## config.mk

```make
export PLATFORM = sky130hd
export DESIGN_NAME = weighted_round_robin_select_core
export DESIGN_NICKNAME = d
export VERILOG_FILES = /design/src/rtl/wrrs_pkg.sv /design/src/rtl/wrrs_weight_mem.sv /design/src/rtl/wrrs_mod_unit.sv /design/src/rtl/weighted_round_robin_select_core.sv
export VERILOG_INCLUDE_DIRS = /design/src /design/src/rtl
export SDC_FILE = /design/constraint.sdc
export NUM_CORES = 1
export LEC_CHECK = 0
export ABC_AREA = 1
export BUFFER_PORTS_ARGS = -buffer_cell sky130_fd_sc_hd__buf_2
export CAP_MARGIN = 20
export CORE_ASPECT_RATIO = 0.8
export CORE_MARGIN = 8
export CORE_UTILIZATION = 60
export CTS_BUF_LIST = sky130_fd_sc_hd__clkbuf_2 sky130_fd_sc_hd__clkbuf_4 sky130_fd_sc_hd__clkbuf_8
export DETAILED_ROUTE_END_ITERATION = 10
export PLACE_DENSITY = 0.83
export SLEW_MARGIN = 20
export SYNTH_ARGS = -nofsm -noshare
export SYNTH_HDL_FRONTEND = slang
export SYNTH_SLANG_ARGS = --single-unit
export TNS_END_PERCENT = 100
```

## constraint.sdc

```tcl
create_clock -name clk -period 8.65 [get_ports clk]
set_input_delay 0.4325 -clock clk [delete_from_list [all_inputs] [get_ports clk]]
set_output_delay 0.4325 -clock clk [all_outputs]
set_load 0.02 [all_outputs]
```

## src/rtl/weighted_round_robin_select_core_macros.svh

```systemverilog
// assertion macros for the weighted round-robin selector
// used by weighted_round_robin_select_core; expects clk and rst_n in scope
`ifndef WEIGHTED_ROUND_ROBIN_SELECT_CORE_MACROS_SVH
`define WEIGHTED_ROUND_ROBIN_SELECT_CORE_MACROS_SVH

// same-cycle implication, off during reset
`define WRRS_ASSERT_IMPLY(label, ante, cons) \
  label: assert property (@(posedge clk) disable iff (!rst_n) (ante) |-> (cons)) \
    else $error("wrrs same-cycle check failed");

// next-cycle implication, off during reset
`define WRRS_ASSERT_NEXT(label, ante, cons) \
  label: assert property (@(posedge clk) disable iff (!rst_n) (ante) |=> (cons)) \
    else $error("wrrs next-cycle check failed");

`endif

```

## src/rtl/wrrs_pkg.sv

```systemverilog
// shared types and constants of the weighted round-robin selector
// no dependencies
package wrrs_pkg;

  localparam int MAX_PROVIDERS_DEF = 16;
  localparam int WEIGHT_W          = 32;
  localparam int PCOUNT_W          = 5;
  localparam int SLOT_W            = 4;
  localparam int IDX_OUT_W         = 4;
  localparam int TURN_W            = 64;
  localparam int TOTAL_W           = WEIGHT_W + PCOUNT_W;
  localparam int CFG_IDX_W         = 1;
  localparam int CFG_DATA_W        = PCOUNT_W;

  localparam logic OP_SELECT = 1'b0;
  localparam logic OP_WRITE  = 1'b1;

  typedef enum logic [CFG_IDX_W-1:0] {
    REG_WEIGHTED_MODE  = 1'b0,
    REG_PROVIDER_COUNT = 1'b1
  } wrrs_cfg_reg_t;

  typedef enum logic [2:0] {
    S_IDLE,
    S_SUM,
    S_DIV_GO,
    S_DIV_WAIT,
    S_WALK,
    S_RESULT
  } wrrs_state_t;

endpackage

```

## src/rtl/wrrs_weight_mem.sv

```systemverilog
// weight table: synchronous single-write, single-read memory with a registered read
// per-entry valid bits make unwritten entries read as zero after reset; uses wrrs_pkg
module wrrs_weight_mem #(
  parameter int DEPTH  = wrrs_pkg::MAX_PROVIDERS_DEF,
  parameter int ADDR_W = 4
) (
  input  logic                          clk,
  input  logic                          rst_n,
  input  logic                          wr_en,
  input  logic [ADDR_W-1:0]             wr_addr,
  input  logic [wrrs_pkg::WEIGHT_W-1:0] wr_data,
  input  logic                          rd_en,
  input  logic [ADDR_W-1:0]             rd_addr,
  output logic [wrrs_pkg::WEIGHT_W-1:0] rd_data
);

  logic [wrrs_pkg::WEIGHT_W-1:0] mem [DEPTH];
  logic [DEPTH-1:0]              vld_r;
  logic [wrrs_pkg::WEIGHT_W-1:0] rd_data_r;
  logic                          rd_vld_r;

  always_ff @(posedge clk) begin
    if (!rst_n) begin
      vld_r <= '0;
    end else if (wr_en) begin
      vld_r[wr_addr] <= 1'b1;
    end
  end

  always_ff @(posedge clk) begin
    if (wr_en) begin
      mem[wr_addr] <= wr_data;
    end
    if (rd_en) begin
      rd_data_r <= mem[rd_addr];
      rd_vld_r  <= vld_r[rd_addr];
    end
  end

  // never-written entries read as the reset weight of zero through their cleared valid bits
  assign rd_data = rd_vld_r ? rd_data_r : '0;

endmodule

```

## src/rtl/wrrs_mod_unit.sv

```systemverilog
// bit-serial restoring remainder unit: 64-bit dividend modulo a nonzero divisor
// one quotient bit per cycle; uses wrrs_pkg
module wrrs_mod_unit (
  input  logic                         clk,
  input  logic                         rst_n,
  input  logic                         start,
  input  logic [wrrs_pkg::TURN_W-1:0]  dividend,
  input  logic [wrrs_pkg::TOTAL_W-1:0] divisor,
  output logic                         done,
  output logic [wrrs_pkg::TOTAL_W-1:0] rem
);

  localparam int CNT_W = $clog2(wrrs_pkg::TURN_W);

  logic                         busy_r;
  logic                         done_r;
  logic [CNT_W-1:0]             cnt_r;
  logic [wrrs_pkg::TURN_W-1:0]  dvd_r;
  logic [wrrs_pkg::TOTAL_W-1:0] dsr_r;
  logic [wrrs_pkg::TOTAL_W-1:0] rem_r;
  logic [wrrs_pkg::TOTAL_W:0]   trial;
  logic [wrrs_pkg::TOTAL_W:0]   diff;
  logic                         fits;

  always_comb begin
    trial = {rem_r, dvd_r[wrrs_pkg::TURN_W-1]};
    diff  = trial - {1'b0, dsr_r};
    fits  = trial >= {1'b0, dsr_r};
  end

  always_ff @(posedge clk) begin
    if (!rst_n) begin
      busy_r <= 1'b0;
      done_r <= 1'b0;
      cnt_r  <= '0;
    end else begin
      done_r <= 1'b0;
      if (start) begin
        busy_r <= 1'b1;
        cnt_r  <= '0;
      end else if (busy_r) begin
        cnt_r <= cnt_r + 1'b1;
        if (cnt_r == CNT_W'(wrrs_pkg::TURN_W - 1)) begin
          busy_r <= 1'b0;
          done_r <= 1'b1;
        end
      end
    end
  end

  always_ff @(posedge clk) begin
    if (start) begin
      dvd_r <= dividend;
      dsr_r <= divisor;
      rem_r <= '0;
    end else if (busy_r) begin
      dvd_r <= {dvd_r[wrrs_pkg::TURN_W-2:0], 1'b0};
      rem_r <= fits ? diff[wrrs_pkg::TOTAL_W-1:0] : trial[wrrs_pkg::TOTAL_W-1:0];
    end
  end

  assign done = done_r;
  assign rem  = rem_r;

endmodule

```

## src/rtl/weighted_round_robin_select_core.sv

```systemverilog
// weighted round-robin provider selector, top level; uses wrrs_pkg, wrrs_weight_mem,
// wrrs_mod_unit and the assertion macros header
// in_* channel: op 0 selects a provider, op 1 writes weight_value into weight_slot
// out_* channel: one transaction per select (found, provider_index), none per weight write
// cfg_* channel: index 0 weighted_mode, index 1 provider_count; always ready
// a weight write does not leave idle, so the block stays ready for the next transaction
// a select with an empty pool goes straight to the result state and gives found 0
// plain select: div_go, then div_wait on the 64-step bit-serial remainder unit, then result
// weighted select: weight sum over the n providers in use, then the remainder, then a prefix
//   walk over up to n entries, n the provider count; a zero weight sum skips the walk
// the weight sum and the walk stream the weight table through its single read port
// one select is in flight at a time; new input is taken only when the engine is idle
// the finished result sits in an output register, so the next transaction is accepted
// while it waits; a stalled receiver holds the engine only once a second result is ready
// reset clears the turn counter, both config registers and the weight table valid bits,
// so every weight reads as zero until written; no clearing pass is needed
`include "weighted_round_robin_select_core_macros.svh"

module weighted_round_robin_select_core #(
  parameter int MAX_PROVIDERS = wrrs_pkg::MAX_PROVIDERS_DEF
) (
  input  logic                             clk,
  input  logic                             rst_n,
  // input channel
  input  logic                             in_valid,
  output logic                             in_ready,
  input  logic                             in_op,
  input  logic [wrrs_pkg::SLOT_W-1:0]      in_weight_slot,
  input  logic [wrrs_pkg::WEIGHT_W-1:0]    in_weight_value,
  // result channel
  output logic                             out_valid,
  input  logic                             out_ready,
  output logic                             out_found,
  output logic [wrrs_pkg::IDX_OUT_W-1:0]   out_provider_index,
  // configuration channel
  input  logic                             cfg_valid,
  output logic                             cfg_ready,
  input  logic [wrrs_pkg::CFG_IDX_W-1:0]   cfg_index,
  input  logic [wrrs_pkg::CFG_DATA_W-1:0]  cfg_wdata
);

  localparam int IDX_W   = (MAX_PROVIDERS > 1) ? $clog2(MAX_PROVIDERS) : 1;
  localparam int PC_W    = wrrs_pkg::PCOUNT_W;
  localparam int TOT_W   = wrrs_pkg::TOTAL_W;

  wrrs_pkg::wrrs_state_t state_r, state_nxt;

  // config registers
  logic                      wmode_r;
  logic [PC_W-1:0]           pcount_r;

  // engine state
  logic [wrrs_pkg::TURN_W-1:0] turn_r;
  logic [PC_W-1:0]           rd_k_r;      // next table entry to read
  logic [PC_W-1:0]           rsp_k_r;     // entry whose data arrives this cycle
  logic                      rsp_vld_r;
  logic [TOT_W-1:0]          total_r;
  logic [TOT_W-1:0]          slot_r;
  logic                      res_found_r;
  logic [wrrs_pkg::IDX_OUT_W-1:0] res_idx_r;

  // output register
  logic                      out_valid_r;
  logic                      out_found_r;
  logic [wrrs_pkg::IDX_OUT_W-1:0] out_idx_r;

  // combinational
  logic [PC_W-1:0]           n_eff;
  logic                      use_w;
  logic [TOT_W-1:0]          divisor;
  logic                      rd_more;
  logic                      hit;
  logic                      in_acc;
  logic                      sel_acc;
  logic                      wr_acc;
  logic                      mem_wr_en;
  logic                      mem_rd_en;
  logic [IDX_W-1:0]          mem_rd_addr;
  logic [wrrs_pkg::WEIGHT_W-1:0] mem_rd_data;
  logic                      mod_start;
  logic                      mod_done;
  logic [TOT_W-1:0]          mod_rem;
  logic                      res_load;

  // provider count saturates at the table depth
  always_comb begin
    n_eff = (32'(pcount_r) > 32'(MAX_PROVIDERS)) ? PC_W'(MAX_PROVIDERS) : pcount_r;
  end

  // weighted only when the weights in use sum to something; total is zeroed per select
  assign use_w   = wmode_r && (total_r != '0);
  assign divisor = use_w ? total_r : TOT_W'(n_eff);
  assign rd_more = rd_k_r < n_eff;
  assign hit     = rsp_vld_r && (slot_r < TOT_W'(mem_rd_data));

  // next state
  always_comb begin
    state_nxt = state_r;
    case (state_r)
      wrrs_pkg::S_IDLE: begin
        if (in_valid && in_op == wrrs_pkg::OP_SELECT) begin
          if (n_eff == '0) begin
            state_nxt = wrrs_pkg::S_RESULT;
          end else if (wmode_r) begin
            state_nxt = wrrs_pkg::S_SUM;
          end else begin
            state_nxt = wrrs_pkg::S_DIV_GO;
          end
        end
      end
      wrrs_pkg::S_SUM: begin
        if (!rd_more && !rsp_vld_r) begin
          state_nxt = wrrs_pkg::S_DIV_GO;
        end
      end
      wrrs_pkg::S_DIV_GO: begin
        state_nxt = wrrs_pkg::S_DIV_WAIT;
      end
      wrrs_pkg::S_DIV_WAIT: begin
        if (mod_done) begin
          state_nxt = use_w ? wrrs_pkg::S_WALK : wrrs_pkg::S_RESULT;
        end
      end
      wrrs_pkg::S_WALK: begin
        if (hit) begin
          state_nxt = wrrs_pkg::S_RESULT;
        end
      end
      wrrs_pkg::S_RESULT: begin
        if (!out_valid_r || out_ready) begin
          state_nxt = wrrs_pkg::S_IDLE;
        end
      end
      default: begin
        state_nxt = wrrs_pkg::S_IDLE;
      end
    endcase
  end

  // control outputs
  always_comb begin
    in_ready    = 1'b0;
    mem_rd_en   = 1'b0;
    mod_start   = 1'b0;
    res_load    = 1'b0;
    mem_rd_addr = IDX_W'(rd_k_r);
    case (state_r)
      wrrs_pkg::S_IDLE: begin
        in_ready = 1'b1;
      end
      wrrs_pkg::S_SUM, wrrs_pkg::S_WALK: begin
        // stream reads one entry per cycle; reads past a walk hit are harmless
        mem_rd_en = rd_more;
      end
      wrrs_pkg::S_DIV_GO: begin
        mod_start = 1'b1;
      end
      wrrs_pkg::S_RESULT: begin
        res_load = !out_valid_r || out_ready;
      end
      default: begin
        in_ready = 1'b0;
      end
    endcase
  end

  assign in_acc    = in_valid && in_ready;
  assign sel_acc   = in_acc && (in_op == wrrs_pkg::OP_SELECT);
  assign wr_acc    = in_acc && (in_op == wrrs_pkg::OP_WRITE);
  // writes only happen while idle and reads only while busy, so the two never overlap
  assign mem_wr_en = wr_acc && (32'(in_weight_slot) < 32'(MAX_PROVIDERS));

  assign cfg_ready = 1'b1;

  // control registers
  always_ff @(posedge clk) begin
    if (!rst_n) begin
      state_r     <= wrrs_pkg::S_IDLE;
      wmode_r     <= 1'b0;
      pcount_r    <= '0;
      turn_r      <= '0;
      rsp_vld_r   <= 1'b0;
      out_valid_r <= 1'b0;
    end else begin
      state_r <= state_nxt;
      if (cfg_valid && cfg_ready) begin
        case (cfg_index)
          wrrs_pkg::REG_WEIGHTED_MODE:  wmode_r  <= cfg_wdata[0];
          wrrs_pkg::REG_PROVIDER_COUNT: pcount_r <= cfg_wdata;
          default: begin
            wmode_r <= wmode_r;
          end
        endcase
      end
      // response tracking for the streamed table reads
      if (state_r == wrrs_pkg::S_SUM || state_r == wrrs_pkg::S_WALK) begin
        rsp_vld_r <= mem_rd_en;
      end else begin
        rsp_vld_r <= 1'b0;
      end
      // turn advances once per select that found a provider
      if (res_load && res_found_r) begin
        turn_r <= turn_r + 1'b1;
      end
      if (res_load) begin
        out_valid_r <= 1'b1;
      end else if (out_ready) begin
        out_valid_r <= 1'b0;
      end
    end
  end

  // datapath registers
  always_ff @(posedge clk) begin
    case (state_r)
      wrrs_pkg::S_IDLE: begin
        if (sel_acc) begin
          rd_k_r      <= '0;
          total_r     <= '0;
          res_found_r <= (n_eff != '0);
          res_idx_r   <= '0;
        end
      end
      wrrs_pkg::S_SUM: begin
        if (mem_rd_en) begin
          rd_k_r <= rd_k_r + 1'b1;
        end
        rsp_k_r <= rd_k_r;
        if (rsp_vld_r) begin
          total_r <= total_r + TOT_W'(mem_rd_data);
        end
      end
      wrrs_pkg::S_DIV_WAIT: begin
        if (mod_done) begin
          slot_r    <= mod_rem;
          rd_k_r    <= '0;
          res_idx_r <= mod_rem[wrrs_pkg::IDX_OUT_W-1:0];
        end
      end
      wrrs_pkg::S_WALK: begin
        if (mem_rd_en) begin
          rd_k_r <= rd_k_r + 1'b1;
        end
        rsp_k_r <= rd_k_r;
        if (hit) begin
          res_idx_r <= rsp_k_r[wrrs_pkg::IDX_OUT_W-1:0];
        end else if (rsp_vld_r) begin
          slot_r <= slot_r - TOT_W'(mem_rd_data);
        end
      end
      default: begin
        rsp_k_r <= rsp_k_r;
      end
    endcase
    if (res_load) begin
      out_found_r <= res_found_r;
      out_idx_r   <= res_idx_r;
    end
  end

  assign out_valid          = out_valid_r;
  assign out_found          = out_found_r;
  assign out_provider_index = out_idx_r;

  wrrs_weight_mem #(
    .DEPTH  (MAX_PROVIDERS),
    .ADDR_W (IDX_W)
  ) u_weight_mem (
    .clk     (clk),
    .rst_n   (rst_n),
    .wr_en   (mem_wr_en),
    .wr_addr (IDX_W'(in_weight_slot)),
    .wr_data (in_weight_value),
    .rd_en   (mem_rd_en),
    .rd_addr (mem_rd_addr),
    .rd_data (mem_rd_data)
  );

  wrrs_mod_unit u_mod_unit (
    .clk      (clk),
    .rst_n    (rst_n),
    .start    (mod_start),
    .dividend (turn_r),
    .divisor  (divisor),
    .done     (mod_done),
    .rem      (mod_rem)
  );

  // remainder unit only finishes while the engine waits for it
  `WRRS_ASSERT_IMPLY(a_mod_done_in_wait, mod_done, state_r == wrrs_pkg::S_DIV_WAIT)
  // the walk never runs past the weight total
  `WRRS_ASSERT_IMPLY(a_walk_slot_bound, state_r == wrrs_pkg::S_WALK, slot_r < total_r)
  // an empty-pool result leaves the turn counter alone
  `WRRS_ASSERT_NEXT(a_turn_hold_empty, res_load && !res_found_r, $stable(turn_r))
  // a found result always advances the turn counter by one
  `WRRS_ASSERT_NEXT(a_turn_step, res_load && res_found_r, turn_r == $past(turn_r) + 1'b1)

endmodule

```

==> impl_metrics.toml <==
[status]
status = "completed"

[pwr]
peakVddDrop_v = 0.000261
pwr-share-comb_pct = 39.9
power.internal_mw = 8.86
p_leak_nw = 18.3
switching_share_pct = 41.0
powerDensity_nw_per_um2 = 316
pwr-share-clk_pct = 23.1
power_frac_seq_pct = 37.0
switchingPower_mw = 6.16

[logic_synthesis]
ys.flop_type = "edfxtp_1"
syn_nets = 4890
netlist_instances = 4731
synth_edf_count = 739
syn_area_sq_um = 43300
ys_async_sr_fraction_pct = 0
yosys_warnings = 0
ys_ff_latch = 875
ys_types = 56
synth_seq_area_share_pct = 57.5
synth.avg_cell_area_sq_um = 9.16

[worst_setup_path]
crit_type = "reg2reg"
worstSetupEndpointType = "register"
critPathLaunchType = "register"
cp.required_ns = 9.07
cp_max_fo = 37
cp_data_arrival_time_ns = 4.18

[cts]
cts_tree = "done"
post_cts_buffers = 0
cts_buffer_depth = 3
cts-resized-gates = 0
root_buffer = "clkbuf_8"
clock_latency_ns = 0.83
clock-sinks = 875
cts_buffers = 134
cts-htree-levels = 4
clkTransAtPathRegs_ns = 0.06

[global_routing]
overflow = 0
grt_usage_pct = 28.6
grt_max_degree = 125
grt_pass1_wl_um = 181000
antenna_found_initial = 6
grt_pass1_vias = 32600

[timing]
maxSlewHeadroom_pct = 25.4
period_share_pct = 43.5
setup_viol = 0
worst_pin_slew_ns = 1.12
fin_tns_setup_ns = 0
final-max-slew-violation-count = 0
period_needed_ns = 3.76
hold_viol_final = 0
max_freq_mhz = 266
skew_ns = 0.0553
rsz0062_at_grt = "false"

[finish]
area_growth_pct = 9.86
drive_above_1_share_pct = 8.36
final_common_cell = "nand2_1"
stdcell_count = 5879
fin_nets = 4993
mostFrequentLayoutCells = "nand2_1 (981), edfxtp_1 (739), nor2_1 (652)"

[routing]
drc = 0
routedWlPerCell_um = 20.1
dr.pass1.iters = 6
drtIter0Drc = 4525
ant_nets = 0
routed_wl_um = 118000
via_count = 34700
vias_per_cell = 5.91

[die]
std_cell_rows = 88
start_util_pct = 60.3
ios = 56
die_h_um = 256
coreArea_sq_um = 71800
die_w_um = 316
die-area_sq_um = 81100

[placed_design]
dp.cells = 5601
dp_hpwl_um = 77100
io_buffers = 54
gp_congestion = 1.00

[min_path]
min_path_type = "in2reg"

[run]
max_cap_violations = 0
[worst max-delay path, cell delays in order (launching register included)]
cell and delay [ns]:
edfxtp_1 0.68, buf_8 0.26, nand2_1 0.10, ha_1 0.38, nand2_1 0.12, nor2_1 0.19
nand2_1 0.09, nor2_1 0.10, nand2_1 0.06, nand3_1 0.18, nand2_1 0.07, nand2_1 0.16
nand2_1 0.25, a21oi_4 0.19, buf_4 0.49
[per-layer routing]
layer / vias up / wire length [um] / track usage, %
li1: 16400 / - / -
met1: 16200 / 50300 / 41.9
met2: 1892 / 51600 / 42.7
met3: 253 / 12700 / 5.50
met4: 4 / 3520 / 9.77
met5: - / 27 / 0
[final timing paths]
path,start,to,slack [ns],cells after the start
setup / recovery,u_weight_mem.rd_vld_r$_DFFE_PP_,slot_r[29]$_DFFE_PP_,4.89,14
hold reg to reg,u_weight_mem.vld_r[15]$_SDFFE_PN0P_,u_weight_mem.vld_r[15]$_SDFFE_PN0P_,0.47,2
setup reg to reg,u_weight_mem.rd_vld_r$_DFFE_PP_,slot_r[29]$_DFFE_PP_,4.89,14
hold / removal,in_weight_slot[1],u_weight_mem.vld_r[13]$_SDFFE_PN0P_,0.09,4
[cell usage after synthesis (42+ instances only)]
library cell  count  area [sq um]
ha_1            108          1350
nand3_1         256          1280
nor2_1          667          2500
dfxtp_1         136          2720
o21ai_0         472          2360
nand4_1          42           263
edfxtp_1        739         22200
o22ai_1          77           482
inv_1           501          1880
clkbuf_1        130           488
nor3_1           67           335
nand2_1         982          3690
a21oi_1         191           956
o221ai_1         52           455
[power groups by stage]
stage	logic (mW)	registers, mW	clock network, mW
3_3_place_gp	5.68	5.65	0
5_1_grt	6.61	5.59	3.68
4_1_cts	5.86	5.56	3.51
2_1_floorplan	4.16	5.51	0
6_report	5.99	5.56	3.48
3_5_place_dp	5.79	5.64	0
[registers in the layout, indices dropped and copies added (netlist names), 6 cells and up]
signal                  cells
u_mod_unit.cnt_r            6
u_weight_mem.mem          512
u_mod_unit.dvd_r           64
u_weight_mem.vld_r         16
u_mod_unit.rem             37
u_weight_mem.rd_data_r     32
u_mod_unit.dsr_r           37
turn_r                     64
total_r                    37
slot_r                     37
[metrics by stage]
step | area [sq um] | total power, mW | util, % | hold WS [ns] | worst slack (ns)
after floorplan | 43300 | 9.67 | - | 0.400 | 4.42
after global placement | 44500 | 11.3 | 61.9 | 0.445 | 4.59
after detailed placement | 44500 | 11.4 | 62.0 | 0.455 | 5.00
after CTS | 47600 | 14.9 | 66.3 | 0.00193 | 4.98
after global routing | 47600 | 15.9 | 66.3 | 0.100 | 4.58
final | 47600 | 15.0 | 66.3 | 0.0861 | 4.89
[final cells by class]
cell class	instances	area, sq um
Clock buffer	181	2250
Antenna cell	4	10.0
Sequential cell	875	24900
Multi-Input combinational cell	3171	15900
Clock inverter	51	430
Timing Repair Buffer	136	998
Inverter	516	1940
Tap cell	945	1180
Fill cell	5662	24200
[logic make-up (layout without fill, tap and decap cells)]
group / after synthesis / after routing / share of synthesized area [%]
simple gates: 2119 / 2119 / 20.6
compound gates: 880 / 880 / 11.2
flops: 875 / 875 / 57.5
buf+inv: 685 / 884 / 6.26
fa+ha+maj: 111 / 111 / 3.26
xor+xnor: 60 / 60 / 1.21
other cells: 1 / 5 / 0.00866
[what timing repair did]
action,4_1_cts,5_1_grt
hold endpoints to repair,521,0
hold buffers,42,0
endpoints found under the setup margin,0,0
Note: power is estimated with default switching activity, not from simulation.
